### src/design/search_budget_timer_defines.svh
// Assertion helpers shared by the search budget timer modules.
// Both expect the module to have aclk and aresetn in scope.
`ifndef SEARCH_BUDGET_TIMER_DEFINES_SVH
`define SEARCH_BUDGET_TIMER_DEFINES_SVH

// Same-cycle implication, disabled during reset
`define SBT_CHECK(lbl, ante, cons, msg) \
    lbl: assert property (@(posedge aclk) disable iff (!aresetn) (ante) |-> (cons)) \
        else $error(msg);

// Next-cycle implication, disabled during reset
`define SBT_CHECK_NEXT(lbl, ante, cons, msg) \
    lbl: assert property (@(posedge aclk) disable iff (!aresetn) (ante) |=> (cons)) \
        else $error(msg);

`endif

### src/design/sbt_pkg.sv
package sbt_pkg;

    // Deadline check spacing for interrupt queries
    localparam int CHECK_INTERVAL = 32;
    localparam int CD_W           = $clog2(CHECK_INTERVAL + 1);

    // Field and register widths
    localparam int MODE_W    = 3;
    localparam int OVH_W     = 14;
    localparam int TIME_W    = 32;
    localparam int MTG_W     = 8;
    localparam int HMC_W     = 10;
    localparam int LIM_W     = 64;
    localparam int CMD_W     = 3;
    localparam int NODE_W    = 64;
    localparam int DEPTH_W   = 8;
    localparam int BUD_W     = 33;
    localparam int DL_W      = 34;
    localparam int CFG_IDX_W = 3;
    localparam int CFG_DAT_W = 64;

    // Move horizon: min(max(MOVES_MIN, MOVES_BASE - hmc/2), movestogo)
    localparam int MOVES_BASE = 40;
    localparam int MOVES_MIN  = 10;
    localparam int MV_W       = $clog2(MOVES_BASE + 1);

    // Hard limit scaling: left*8/10 and target*4/3
    localparam int MAXT_NUM = 8;
    localparam int MAXT_DEN = 10;
    localparam int SCL_NUM  = 4;
    localparam int SCL_DEN  = 3;

    // Reciprocals for the constant divisions, exact for any 32-bit x:
    // x/5 = (x*RCP5) >> RCP5_SH, x/3 = (x*RCP3) >> RCP3_SH
    localparam logic [TIME_W-1:0] RCP5    = 32'hCCCC_CCCD;
    localparam int                RCP5_SH = 34;
    localparam logic [TIME_W-1:0] RCP3    = 32'hAAAA_AAAB;
    localparam int                RCP3_SH = 33;

    // Time share divider: dividend up to (2^32-1)*40, divisor up to 40
    localparam int DVD_W  = 38;
    localparam int DVS_W  = 6;
    localparam int DCNT_W = $clog2(DVD_W);

    // Modes
    localparam logic [MODE_W-1:0] MODE_TC    = 3'd0;
    localparam logic [MODE_W-1:0] MODE_INF   = 3'd1;
    localparam logic [MODE_W-1:0] MODE_FT    = 3'd2;
    localparam logic [MODE_W-1:0] MODE_DEPTH = 3'd3;
    localparam logic [MODE_W-1:0] MODE_NODES = 3'd4;

    // Commands
    localparam logic [CMD_W-1:0] CMD_START = 3'd0;
    localparam logic [CMD_W-1:0] CMD_TICK  = 3'd1;
    localparam logic [CMD_W-1:0] CMD_QUERY = 3'd2;
    localparam logic [CMD_W-1:0] CMD_PLY   = 3'd3;
    localparam logic [CMD_W-1:0] CMD_PROBE = 3'd4;

    // Register indexes
    localparam logic [CFG_IDX_W-1:0] REG_MODE  = 3'd0;
    localparam logic [CFG_IDX_W-1:0] REG_OVH   = 3'd1;
    localparam logic [CFG_IDX_W-1:0] REG_LEFT  = 3'd2;
    localparam logic [CFG_IDX_W-1:0] REG_INC   = 3'd3;
    localparam logic [CFG_IDX_W-1:0] REG_MTG   = 3'd4;
    localparam logic [CFG_IDX_W-1:0] REG_HMC   = 3'd5;
    localparam logic [CFG_IDX_W-1:0] REG_LIMIT = 3'd6;

    // Controller to datapath
    typedef struct packed {
        logic ld_item;
        logic plan_moves;
        logic plan_num;
        logic div_start;
        logic div_cap;
        logic scale_mul;
        logic scale_sum;
        logic commit;
    } sbt_cmd_t;

    // Datapath to controller
    typedef struct packed {
        logic plan_req;
        logic div_busy;
        logic out_free;
    } sbt_sts_t;

endpackage

### src/design/sbt_div.sv
// Restoring divider, one quotient bit per cycle
module sbt_div (
    input  logic                      aclk,
    input  logic                      aresetn,
    input  logic                      start,
    input  logic [sbt_pkg::DVD_W-1:0] dividend,
    input  logic [sbt_pkg::DVS_W-1:0] divisor,
    output logic                      busy,
    output logic [sbt_pkg::DVD_W-1:0] quotient
);

    logic [sbt_pkg::DVD_W-1:0]  quo_reg, quo_next;
    logic [sbt_pkg::DVS_W-1:0]  rem_reg, rem_next;
    logic [sbt_pkg::DVS_W-1:0]  dvs_reg, dvs_next;
    logic [sbt_pkg::DCNT_W-1:0] cnt_reg, cnt_next;
    logic                       busy_reg, busy_next;
    logic [sbt_pkg::DVS_W:0]    trial;
    logic [sbt_pkg::DVS_W:0]    diff;
    logic                       fits;

    // shift in next dividend bit, try subtract
    always_comb begin
        trial     = {rem_reg, quo_reg[sbt_pkg::DVD_W-1]};
        diff      = trial - {1'b0, dvs_reg};
        fits      = (trial >= {1'b0, dvs_reg});
        quo_next  = quo_reg;
        rem_next  = rem_reg;
        dvs_next  = dvs_reg;
        cnt_next  = cnt_reg;
        busy_next = busy_reg;
        if (start) begin
            quo_next  = dividend;
            rem_next  = '0;
            dvs_next  = divisor;
            cnt_next  = '0;
            busy_next = 1'b1;
        end else if (busy_reg) begin
            rem_next = fits ? diff[sbt_pkg::DVS_W-1:0] : trial[sbt_pkg::DVS_W-1:0];
            quo_next = {quo_reg[sbt_pkg::DVD_W-2:0], fits};
            cnt_next = cnt_reg + 1'b1;
            if (cnt_reg == sbt_pkg::DCNT_W'(sbt_pkg::DVD_W - 1)) begin
                busy_next = 1'b0;
            end
        end
    end

    always_ff @(posedge aclk) begin
        if (!aresetn) begin
            busy_reg <= 1'b0;
            cnt_reg  <= '0;
        end else begin
            busy_reg <= busy_next;
            cnt_reg  <= cnt_next;
        end
    end

    // payload, no reset
    always_ff @(posedge aclk) begin
        quo_reg <= quo_next;
        rem_reg <= rem_next;
        dvs_reg <= dvs_next;
    end

    assign busy     = busy_reg;
    assign quotient = quo_reg;

endmodule

### src/design/sbt_ctrl.sv
`include "search_budget_timer_defines.svh"

// Sequencer: accept, optional budget planning, commit into output stage
module sbt_ctrl (
    input  logic              aclk,
    input  logic              aresetn,
    input  logic              s_valid,
    output logic              s_ready,
    input  sbt_pkg::sbt_sts_t sts,
    output sbt_pkg::sbt_cmd_t cmd
);

    localparam logic [2:0] ST_IDLE   = 3'd0;
    localparam logic [2:0] ST_EXEC   = 3'd1;
    localparam logic [2:0] ST_PL_MOV = 3'd2;
    localparam logic [2:0] ST_PL_NUM = 3'd3;
    localparam logic [2:0] ST_DV_GO  = 3'd4;
    localparam logic [2:0] ST_DV_RUN = 3'd5;
    localparam logic [2:0] ST_SC_MUL = 3'd6;
    localparam logic [2:0] ST_SC_SUM = 3'd7;

    logic [2:0] state_reg, state_next;
    logic       take;

    // no word taken while in reset
    assign s_ready = (state_reg == ST_IDLE) && aresetn;
    assign take    = s_valid && s_ready;

    // next state and command decode
    always_comb begin
        state_next  = state_reg;
        cmd         = '0;
        cmd.ld_item = take;
        case (state_reg)
            ST_IDLE: begin
                if (take) begin
                    state_next = sts.plan_req ? ST_PL_MOV : ST_EXEC;
                end
            end
            ST_PL_MOV: begin
                cmd.plan_moves = 1'b1;
                state_next     = ST_PL_NUM;
            end
            ST_PL_NUM: begin
                cmd.plan_num = 1'b1;
                state_next   = ST_DV_GO;
            end
            ST_DV_GO: begin
                cmd.div_start = 1'b1;
                state_next    = ST_DV_RUN;
            end
            ST_DV_RUN: begin
                if (!sts.div_busy) begin
                    cmd.div_cap = 1'b1;
                    state_next  = ST_SC_MUL;
                end
            end
            ST_SC_MUL: begin
                cmd.scale_mul = 1'b1;
                state_next    = ST_SC_SUM;
            end
            ST_SC_SUM: begin
                cmd.scale_sum = 1'b1;
                state_next    = ST_EXEC;
            end
            ST_EXEC: begin
                // wait for room in the output stage
                if (sts.out_free) begin
                    cmd.commit = 1'b1;
                    state_next = ST_IDLE;
                end
            end
            default: begin
                state_next = ST_IDLE;
            end
        endcase
    end

    always_ff @(posedge aclk) begin
        if (!aresetn) begin
            state_reg <= ST_IDLE;
        end else begin
            state_reg <= state_next;
        end
    end

    `SBT_CHECK(ctrl_commit_has_room, cmd.commit, sts.out_free, "commit into a full output stage")
    `SBT_CHECK(ctrl_div_start_free, cmd.div_start, !sts.div_busy, "divider restarted while busy")
    `SBT_CHECK_NEXT(ctrl_div_runs, cmd.div_start, sts.div_busy, "divider did not pick up job")

endmodule

### src/design/sbt_dp.sv
`include "search_budget_timer_defines.svh"

// Registers, budget arithmetic, stop decisions and the output stage
module sbt_dp (
    input  logic                              aclk,
    input  logic                              aresetn,
    input  sbt_pkg::sbt_cmd_t                 cmd,
    output sbt_pkg::sbt_sts_t                 sts,
    input  logic                              cfg_wr_en,
    input  logic [sbt_pkg::CFG_IDX_W-1:0]     cfg_index,
    input  logic [sbt_pkg::CFG_DAT_W-1:0]     cfg_wdata,
    input  logic [sbt_pkg::CMD_W-1:0]         s_cmd,
    input  logic [sbt_pkg::NODE_W-1:0]        s_nodes_searched,
    input  logic [sbt_pkg::DEPTH_W-1:0]       s_depth_done,
    input  logic                              m_ready,
    output logic                              m_valid,
    output logic                              m_stop,
    output logic signed [sbt_pkg::BUD_W-1:0]  m_soft_budget_ms,
    output logic signed [sbt_pkg::BUD_W-1:0]  m_hard_budget_ms,
    output logic [sbt_pkg::TIME_W-1:0]        m_elapsed_ms
);

    // configuration
    logic [sbt_pkg::MODE_W-1:0] mode_reg;
    logic [sbt_pkg::OVH_W-1:0]  ovh_reg;
    logic [sbt_pkg::TIME_W-1:0] left_reg;
    logic [sbt_pkg::TIME_W-1:0] inc_reg;
    logic [sbt_pkg::MTG_W-1:0]  mtg_reg;
    logic [sbt_pkg::HMC_W-1:0]  hmc_reg;
    logic [sbt_pkg::LIM_W-1:0]  limit_reg;

    // latched input word
    logic [sbt_pkg::CMD_W-1:0]   icmd_reg;
    logic [sbt_pkg::NODE_W-1:0]  nodes_reg;
    logic [sbt_pkg::DEPTH_W-1:0] depth_reg;

    // search state
    logic [sbt_pkg::TIME_W-1:0]      elapsed_reg, elapsed_next;
    logic signed [sbt_pkg::DL_W-1:0] soft_reg, soft_next;
    logic signed [sbt_pkg::DL_W-1:0] hard_reg, hard_next;
    logic [sbt_pkg::CD_W-1:0]        cd_reg, cd_next;
    logic                            stop_next;

    // planning
    logic [sbt_pkg::HMC_W-2:0]       half_hmc;
    logic [sbt_pkg::MV_W-1:0]        base_moves;
    logic [sbt_pkg::MTG_W-1:0]       mtg_eff;
    logic [sbt_pkg::MV_W-1:0]        moves_calc, moves_reg;
    logic [sbt_pkg::DVD_W-1:0]       prod;
    logic [sbt_pkg::DVD_W-1:0]       num_reg;
    logic [2*sbt_pkg::TIME_W-1:0]    fifth_prod, third_prod;
    logic [sbt_pkg::TIME_W-3:0]      fifth_reg;
    logic [2:0]                      fifth_rem, fifth_frac;
    logic [sbt_pkg::TIME_W-2:0]      third_reg;
    logic signed [sbt_pkg::DL_W-1:0] tgt_reg, maxt_reg, scl_reg;
    logic [sbt_pkg::TIME_W-1:0]      tgt_abs;
    logic [sbt_pkg::DL_W-1:0]        scl_mag;
    logic signed [sbt_pkg::DL_W-1:0] quo_s, ovh_s;
    logic signed [sbt_pkg::DL_W-1:0] hard_plan, soft_sum, soft_plan;
    logic [sbt_pkg::TIME_W-1:0]      lim_sat;
    logic signed [sbt_pkg::DL_W-1:0] fix_dl;

    // divider hookup
    logic                      div_busy;
    logic [sbt_pkg::DVD_W-1:0] div_quo;

    // output stage
    logic                            m_valid_reg, m_valid_next;
    logic                            stop_out_reg;
    logic signed [sbt_pkg::BUD_W-1:0] soft_out_reg, hard_out_reg;
    logic [sbt_pkg::TIME_W-1:0]      elapsed_out_reg;

    logic                            timed;
    logic signed [sbt_pkg::DL_W-1:0] elap_s;

    // configuration writes
    always_ff @(posedge aclk) begin
        if (!aresetn) begin
            mode_reg  <= sbt_pkg::MODE_INF;
            ovh_reg   <= sbt_pkg::OVH_W'(100);
            left_reg  <= '0;
            inc_reg   <= '0;
            mtg_reg   <= sbt_pkg::MTG_W'(sbt_pkg::MOVES_BASE);
            hmc_reg   <= '0;
            limit_reg <= '0;
        end else if (cfg_wr_en) begin
            case (cfg_index)
                sbt_pkg::REG_MODE:  mode_reg  <= cfg_wdata[sbt_pkg::MODE_W-1:0];
                sbt_pkg::REG_OVH:   ovh_reg   <= cfg_wdata[sbt_pkg::OVH_W-1:0];
                sbt_pkg::REG_LEFT:  left_reg  <= cfg_wdata[sbt_pkg::TIME_W-1:0];
                sbt_pkg::REG_INC:   inc_reg   <= cfg_wdata[sbt_pkg::TIME_W-1:0];
                sbt_pkg::REG_MTG:   mtg_reg   <= cfg_wdata[sbt_pkg::MTG_W-1:0];
                sbt_pkg::REG_HMC:   hmc_reg   <= cfg_wdata[sbt_pkg::HMC_W-1:0];
                sbt_pkg::REG_LIMIT: limit_reg <= cfg_wdata[sbt_pkg::LIM_W-1:0];
                default: begin
                end
            endcase
        end
    end

    // input word latch
    always_ff @(posedge aclk) begin
        if (cmd.ld_item) begin
            icmd_reg  <= s_cmd;
            nodes_reg <= s_nodes_searched;
            depth_reg <= s_depth_done;
        end
    end

    // move horizon
    always_comb begin
        half_hmc = hmc_reg[sbt_pkg::HMC_W-1:1];
        if (half_hmc >= (sbt_pkg::HMC_W-1)'(sbt_pkg::MOVES_BASE - sbt_pkg::MOVES_MIN)) begin
            base_moves = sbt_pkg::MV_W'(sbt_pkg::MOVES_MIN);
        end else begin
            base_moves = sbt_pkg::MV_W'((sbt_pkg::HMC_W-1)'(sbt_pkg::MOVES_BASE) - half_hmc);
        end
        mtg_eff = (mtg_reg == '0) ? sbt_pkg::MTG_W'(1) : mtg_reg;
        if (mtg_eff < sbt_pkg::MTG_W'(base_moves)) begin
            moves_calc = mtg_eff[sbt_pkg::MV_W-1:0];
        end else begin
            moves_calc = base_moves;
        end
    end

    // left + inc*(moves-1), 32x6 product
    assign prod = sbt_pkg::DVD_W'(inc_reg) * sbt_pkg::DVD_W'(moves_reg - 1'b1);

    // left*8/10 = 4*(left/5) + floor(4*(left mod 5)/5); the last term is rem-1 for rem > 0
    assign fifth_prod = (2*sbt_pkg::TIME_W)'(left_reg) * (2*sbt_pkg::TIME_W)'(sbt_pkg::RCP5);
    assign fifth_rem  = left_reg[2:0] - (fifth_reg[2:0] * 3'd5);
    assign fifth_frac = (fifth_rem == 3'd0) ? 3'd0 : fifth_rem - 3'd1;

    always_ff @(posedge aclk) begin
        if (cmd.plan_moves) begin
            moves_reg <= moves_calc;
            fifth_reg <= fifth_prod[sbt_pkg::RCP5_SH +: (sbt_pkg::TIME_W-2)];
        end
        if (cmd.plan_num) begin
            num_reg  <= sbt_pkg::DVD_W'(left_reg) + prod;
            maxt_reg <= $signed(sbt_pkg::DL_W'({fifth_reg, 2'b00}))
                        + $signed(sbt_pkg::DL_W'(fifth_frac)) - ovh_s;
        end
    end

    // time share per move: num / moves
    sbt_div u_div (
        .aclk     (aclk),
        .aresetn  (aresetn),
        .start    (cmd.div_start),
        .dividend (num_reg),
        .divisor  (moves_reg),
        .busy     (div_busy),
        .quotient (div_quo)
    );

    assign quo_s = $signed({1'b0, div_quo[sbt_pkg::DL_W-2:0]});
    assign ovh_s = $signed(sbt_pkg::DL_W'(ovh_reg));

    // target*4/3 on the magnitude, |t| + |t|/3, sign put back after
    assign tgt_abs    = tgt_reg[sbt_pkg::DL_W-1] ? sbt_pkg::TIME_W'(-tgt_reg)
                                                 : sbt_pkg::TIME_W'(tgt_reg);
    assign third_prod = (2*sbt_pkg::TIME_W)'(tgt_abs) * (2*sbt_pkg::TIME_W)'(sbt_pkg::RCP3);
    assign scl_mag    = sbt_pkg::DL_W'(tgt_abs) + sbt_pkg::DL_W'(third_reg);

    always_ff @(posedge aclk) begin
        if (cmd.div_cap) begin
            tgt_reg <= quo_s - ovh_s;
        end
        if (cmd.scale_mul) begin
            third_reg <= third_prod[sbt_pkg::RCP3_SH +: (sbt_pkg::TIME_W-1)];
        end
        if (cmd.scale_sum) begin
            scl_reg <= tgt_reg[sbt_pkg::DL_W-1] ? -$signed(scl_mag) : $signed(scl_mag);
        end
    end

    // hard = min(max time, scaled), soft = hard/2 rounded toward zero
    assign hard_plan = (maxt_reg < scl_reg) ? maxt_reg : scl_reg;
    assign soft_sum  = hard_plan + $signed(sbt_pkg::DL_W'(hard_plan[sbt_pkg::DL_W-1]));
    assign soft_plan = soft_sum >>> 1;

    // fixed-time deadline, limit saturated to 32 bits
    assign lim_sat = (|limit_reg[sbt_pkg::LIM_W-1:sbt_pkg::TIME_W]) ? '1
                                                                     : limit_reg[sbt_pkg::TIME_W-1:0];
    assign fix_dl  = $signed({2'b00, lim_sat}) - ovh_s;

    // word execution
    assign timed  = (mode_reg == sbt_pkg::MODE_TC) || (mode_reg == sbt_pkg::MODE_FT);
    assign elap_s = $signed({2'b00, elapsed_reg});

    always_comb begin
        elapsed_next = elapsed_reg;
        soft_next    = soft_reg;
        hard_next    = hard_reg;
        cd_next      = cd_reg;
        stop_next    = 1'b0;
        case (icmd_reg)
            sbt_pkg::CMD_START: begin
                elapsed_next = '0;
                if (mode_reg == sbt_pkg::MODE_TC) begin
                    soft_next = soft_plan;
                    hard_next = hard_plan;
                end else if (mode_reg == sbt_pkg::MODE_FT) begin
                    soft_next = fix_dl;
                    hard_next = fix_dl;
                end
            end
            sbt_pkg::CMD_TICK: begin
                if (elapsed_reg != '1) begin
                    elapsed_next = elapsed_reg + 1'b1;
                end
            end
            sbt_pkg::CMD_QUERY: begin
                if (timed) begin
                    // deadline only looked at when the countdown has run out
                    if (cd_reg != '0) begin
                        cd_next = cd_reg - 1'b1;
                    end else begin
                        cd_next   = sbt_pkg::CD_W'(sbt_pkg::CHECK_INTERVAL);
                        stop_next = (elap_s >= hard_reg);
                    end
                end else if (mode_reg == sbt_pkg::MODE_NODES) begin
                    stop_next = (nodes_reg >= limit_reg);
                end
            end
            sbt_pkg::CMD_PLY: begin
                if (timed) begin
                    stop_next = (elap_s >= soft_reg);
                end else if (mode_reg == sbt_pkg::MODE_DEPTH) begin
                    stop_next = (sbt_pkg::LIM_W'(depth_reg) >= limit_reg);
                end
            end
            sbt_pkg::CMD_PROBE: begin
                cd_next = '0;
            end
            default: begin
            end
        endcase
    end

    always_ff @(posedge aclk) begin
        if (!aresetn) begin
            elapsed_reg <= '0;
            soft_reg    <= '0;
            hard_reg    <= '0;
            cd_reg      <= '0;
        end else if (cmd.commit) begin
            elapsed_reg <= elapsed_next;
            soft_reg    <= soft_next;
            hard_reg    <= hard_next;
            cd_reg      <= cd_next;
        end
    end

    // output stage
    always_comb begin
        m_valid_next = m_valid_reg;
        if (cmd.commit) begin
            m_valid_next = 1'b1;
        end else if (m_ready) begin
            m_valid_next = 1'b0;
        end
    end

    always_ff @(posedge aclk) begin
        if (!aresetn) begin
            m_valid_reg <= 1'b0;
        end else begin
            m_valid_reg <= m_valid_next;
        end
    end

    always_ff @(posedge aclk) begin
        if (cmd.commit) begin
            stop_out_reg    <= stop_next;
            soft_out_reg    <= soft_next[sbt_pkg::BUD_W-1:0];
            hard_out_reg    <= hard_next[sbt_pkg::BUD_W-1:0];
            elapsed_out_reg <= elapsed_next;
        end
    end

    assign m_valid          = m_valid_reg;
    assign m_stop           = stop_out_reg;
    assign m_soft_budget_ms = soft_out_reg;
    assign m_hard_budget_ms = hard_out_reg;
    assign m_elapsed_ms     = elapsed_out_reg;

    // status
    assign sts.plan_req = (s_cmd == sbt_pkg::CMD_START) && (mode_reg == sbt_pkg::MODE_TC);
    assign sts.div_busy = div_busy;
    assign sts.out_free = !m_valid_reg || m_ready;

    `SBT_CHECK(dp_countdown_bound, 1'b1, cd_reg <= sbt_pkg::CD_W'(sbt_pkg::CHECK_INTERVAL), "countdown out of range")
    `SBT_CHECK_NEXT(dp_start_clears, cmd.commit && (icmd_reg == sbt_pkg::CMD_START), (elapsed_reg == '0) && m_valid_reg, "start did not clear elapsed time")

endmodule

### src/design/search_budget_timer.sv
// Search stop controller. Tick, interrupt-query, ply-complete and probe words are latched
// on acceptance and then executed into the result register, and a start word in any mode
// other than time control does the same. A start word in time-control mode is latched, then
// plans the move horizon and the divider dividend, works out the time share per move on a
// one-bit-per-cycle 38-bit divider (launch, quotient steps, capture), forms 4/3 of the
// target by reciprocal multiplication (8/10 of the clock is worked out while planning the
// same way), and then commits. A new word is accepted as soon as the
// previous one has been written into the output register, even while that result waits
// for m_ready; the commit of the next word then waits until the output register frees.
// Configuration writes are applied at once and must only be issued while the block is
// idle. Budgets are reported as 33-bit two's complement values relative to the last
// start; the elapsed count saturates at 2^32-1.
module search_budget_timer (
    input  logic                              aclk,
    input  logic                              aresetn,
    input  logic                              cfg_wr_en,
    input  logic [sbt_pkg::CFG_IDX_W-1:0]     cfg_index,
    input  logic [sbt_pkg::CFG_DAT_W-1:0]     cfg_wdata,
    input  logic                              s_valid,
    output logic                              s_ready,
    input  logic [sbt_pkg::CMD_W-1:0]         s_cmd,
    input  logic [sbt_pkg::NODE_W-1:0]        s_nodes_searched,
    input  logic [sbt_pkg::DEPTH_W-1:0]       s_depth_done,
    output logic                              m_valid,
    input  logic                              m_ready,
    output logic                              m_stop,
    output logic signed [sbt_pkg::BUD_W-1:0]  m_soft_budget_ms,
    output logic signed [sbt_pkg::BUD_W-1:0]  m_hard_budget_ms,
    output logic [sbt_pkg::TIME_W-1:0]        m_elapsed_ms
);

    sbt_pkg::sbt_cmd_t cmd;
    sbt_pkg::sbt_sts_t sts;

    sbt_ctrl u_ctrl (
        .aclk    (aclk),
        .aresetn (aresetn),
        .s_valid (s_valid),
        .s_ready (s_ready),
        .sts     (sts),
        .cmd     (cmd)
    );

    sbt_dp u_dp (
        .aclk             (aclk),
        .aresetn          (aresetn),
        .cmd              (cmd),
        .sts              (sts),
        .cfg_wr_en        (cfg_wr_en),
        .cfg_index        (cfg_index),
        .cfg_wdata        (cfg_wdata),
        .s_cmd            (s_cmd),
        .s_nodes_searched (s_nodes_searched),
        .s_depth_done     (s_depth_done),
        .m_ready          (m_ready),
        .m_valid          (m_valid),
        .m_stop           (m_stop),
        .m_soft_budget_ms (m_soft_budget_ms),
        .m_hard_budget_ms (m_hard_budget_ms),
        .m_elapsed_ms     (m_elapsed_ms)
    );

endmodule

### config.mk
export PLATFORM = sky130hd
export DESIGN_NAME = search_budget_timer
export DESIGN_NICKNAME = d
export VERILOG_FILES = /design/src/design/sbt_pkg.sv /design/src/design/sbt_div.sv /design/src/design/sbt_ctrl.sv /design/src/design/sbt_dp.sv /design/src/design/search_budget_timer.sv
export VERILOG_INCLUDE_DIRS = /design/src /design/src/design
export SDC_FILE = /design/constraint.sdc
export NUM_CORES = 2
export LEC_CHECK = 0
export ABC_CLOCK_PERIOD_IN_PS = 13300
export BUFFER_PORTS_ARGS = -buffer_cell sky130_fd_sc_hd__buf_2
export CAP_MARGIN = 20
export CORE_UTILIZATION = 45
export DETAILED_ROUTE_END_ITERATION = 10
export GPL_ROUTABILITY_DRIVEN = 0
export PLACE_DENSITY_LB_ADDON = 0.3
export SETUP_SLACK_MARGIN = 0.05
export SLEW_MARGIN = 20
export SYNTH_ARGS = -nofsm -noshare
export SYNTH_HDL_FRONTEND = slang
export SYNTH_HIERARCHICAL = 1
export SYNTH_SLANG_ARGS = --single-unit
### constraint.sdc
create_clock -name aclk -period 13.3 [get_ports aclk]
set_input_delay 2.66 -clock aclk [delete_from_list [all_inputs] [get_ports aclk]]
set_output_delay 2.66 -clock aclk [all_outputs]
set_load 0.01 [all_outputs]
==> flow_metrics.py <==
metrics = {
    "sta": {
        "drv_slew": 0,
        "hold_violations": 0,
        "timing.setup.tns_ns": 0,
        "post-route-min-period_ns": 10.94,
        "max_slew_margin": 0.2337,
        "rsz0062_at_grt": "no",
        "setup_ws_ns": 2.357,
        "tightest_slew_ns": 1.149,
        "period_share": 0.8228,
        "finalSetupViolations": 0,
        "fmax_ghz": 0.09138,
        "clock_skew_ns": 0.04622,
    },
    "clocking": {
        "cts_buffer_depth": 3,
        "cts_tree": "done",
        "postCtsHoldBufs": 0,
        "post_cts_buffers": 0,
        "clk_transition_reported_paths_ns": 0.06,
        "cts_buffers": 79,
        "htree_levels": 3,
        "clock-sinks": 709,
        "cts_root_buffer": "clkbuf_16",
        "ctsResizeCount": 0,
        "insertion_delay_ns": 0.70,
    },
    "worst_setup_path": {
        "critPathArrivalTime_ns": 11.36,
        "crit_end": "u_dp/third_reg[30]",
        "startpoint": "u_dp/tgt_reg[0]",
        "crit_path_top_delay_cell": "edfxtp_1",
        "crit_path_max_incr_delay_ns": 0.68,
        "cp_top_family": "adder cells",
        "setup.worst_path.start_class": "register",
        "worstRegToRegCells": 33,
        "crit_type": "reg2reg",
        "crit_path_frequent_cell": "fa_1",
        "critPathBufInv": 6,
        "required_ns": 13.72,
        "r2r_start": "u_dp/tgt_reg[0]",
        "r2r_slack_ns": 2.36,
        "worst-path-max-fanout": 14,
        "cp_num_cells": 33,
        "end_kind": "register",
        "regToRegEndpoint": "u_dp/third_reg[30]",
    },
    "pwr": {
        "vdd_ir_drop_max_uv": 79.54,
        "seq_power_share": 0.426,
        "p_sw_mw": 1.621,
        "p_int_mw": 4.035,
        "power_density_nw_per_um2": 66.97,
        "clkPwrFrac": 0.399,
        "switching_share": 0.2867,
        "p_leak_nw": 39.29,
        "pwr-share-comb": 0.174,
    },
    "die": {
        "core_um2": 171700,
        "row_count": 152,
        "initial_core_util": 0.4535,
        "ios": 248,
        "die_width_um": 418.0,
        "die_y_um": 418.0,
        "die-area_um2": 174700,
    },
    "outcome": {
        "status": "finished clean",
    },
    "synth": {
        "ys_ff_latch": 709,
        "synth_edf_count": 424,
        "asyncSetResetFlopFracSynth": 0,
        "syn_area_um2": 77880,
        "synth_fp_nets": 10080,
        "synthFlopType": "edfxtp_1",
        "synth_warnings": 6,
        "synth-seq-area-share": 0.2367,
        "netlist_instances": 7945,
        "yosysUniqueCellTypes": 103,
        "avgSynthCellArea_um2": 9.802,
    },
    "route": {
        "drt_first_pass_iters": 6,
        "drtIter0Drc": 4690,
        "dr_total_vias": 57690,
        "avgViaCountPerCell": 5.482,
        "drc": 0,
        "wl_um": 230200,
        "antenna_left": 0,
        "wl_per_cell_um": 21.87,
    },
    "global_routing": {
        "grt-busiest-layer": "met2",
        "grt_start_max_net_pins": 148,
        "grt_pass1_wl_um": 349700,
        "grt_util_all_layers": 0.2627,
        "grt.met1_usage": 0.3548,
        "grt_pass1_vias": 58300,
        "overflow": 0,
        "antenna_found_initial": 17,
        "grt_use_met2": 0.4155,
        "grt_use_met3": 0.04523,
    },
    "hold_path": {
        "worstHoldPathType": "reg2reg",
        "worstHoldPathCells": 2,
    },
    "place": {
        "io_buffers": 247,
        "detailed_place_hpwl_um": 191400,
        "dpl_worst_slack_ns": 2.401,
    },
    "finish": {
        "final_layout_size_suffix_gt1_frac": 0.07192,
        "nNetsFinal": 10280,
        "layout_common_cells": "1,555 x inv_1, 1,029 x ha_1, 960 x fa_1",
        "final_common_cell": "inv_1",
        "synthToLayoutAreaGrowth_pct": 8.455,
    },
    "flow_run": {
        "maxCapViolations": 0,
    },
}
==> power groups by stage <==
stage / Clock [mW] / Sequential (mW) / Combinational, mW
after detailed placement: 0 / 2.46 / 0.967
after global routing: 2.38 / 2.41 / 1.09
after CTS: 2.29 / 2.41 / 0.978
final: 2.26 / 2.41 / 0.986
after floorplan: 0 / 2.46 / 0.643
after global placement: 0 / 2.46 / 0.952
==> cells by family (layout without fill, tap and decap cells) <==
logic type,after synthesis,in the layout,share of synthesized area
compound gates,1157,1157,0.09307
xor+xnor,393,393,0.04457
fa+ha+maj,1995,1995,0.4129
buf+inv,1752,2011,0.08483
flops,709,709,0.2367
mux,115,115,0.01566
other cells,0,9,0
simple gates,1824,1824,0.1123
==> how the worst min path moves through the flow <==
stage                      startpoint           endpoint
global route          u_dp/ovh_reg[8]    u_dp/ovh_reg[8]
detailed placement   u_dp/ovh_reg[12]   u_dp/ovh_reg[12]
floorplan             u_dp/hmc_reg[8]    u_dp/hmc_reg[8]
global placement    u_dp/limit_reg[7]  u_dp/limit_reg[7]
finish                u_dp/ovh_reg[3]    u_dp/ovh_reg[3]
CTS                  u_dp/ovh_reg[12]   u_dp/ovh_reg[12]
==> synth_stat cells, types with 25 or more instances <==
cell,count,area share
a21o_1,125,0.012
fa_1,960,0.25
nor2_1,366,0.018
clkbuf_1,166,0.0080
o31ai_1,25,0.0024
o21a_1,45,0.0043
xnor2_1,236,0.027
nand4_1,75,0.0060
nor3_1,96,0.0062
nand2_1,674,0.032
inv_1,1555,0.075
a31oi_1,28,0.0022
ha_1,1029,0.17
xor2_1,154,0.017
nand2b_1,66,0.0053
a211oi_1,51,0.0049
dfxtp_1,285,0.073
nand3_1,106,0.0068
a21oi_1,429,0.028
and3_1,28,0.0022
edfxtp_1,424,0.16
o21bai_1,25,0.0024
or3_1,40,0.0032
or2_2,50,0.0040
o21ai_0,250,0.016
nor4_1,33,0.0027
mux2i_1,63,0.0081
and2_1,57,0.0046
mux2_2,51,0.0074
nor2b_1,153,0.012
==> metal layers <==
metal / wire length [um] / share of wire
met4: 10710 / 0.047
met3: 17520 / 0.076
met1: 97170 / 0.42
met5: 42 / 0.00018
met2: 104700 / 0.45
==> cell type report <==
cell class / count / area [um^2]
clock buffer: 100 / 2138
tap: 2310 / 2890
sequential: 709 / 18440
multi-input combinational: 5484 / 52940
fill: 15640 / 87270
timing repair buffer: 305 / 1687
antenna: 9 / 22.52
clock inverter: 46 / 486.7
inverter: 1560 / 5863
==> worst min-delay path, stage by stage, from the launching register on <==
cell     delay, ns
dfxtp_1       0.31
nand2_1       0.05
a21oi_1       0.05
==> through the flow <==
stage          cell area, um^2  std cells  power (mW)  utilization  hold slack (ns)
4_1_cts                  84410      10510       5.682       0.4915           0.4556
3_3_place_gp             81780      10370       3.410       0.4762           0.4420
5_1_grt                  84460      10520       5.882       0.4918           0.4735
6_report                 84460      10520       5.656       0.4918           0.4520
3_5_place_dp             81780      10370       3.425       0.4762           0.4473
2_1_floorplan            77880       7945       3.101            -           0.4360
Note: power is estimated with default switching activity, not from simulation.
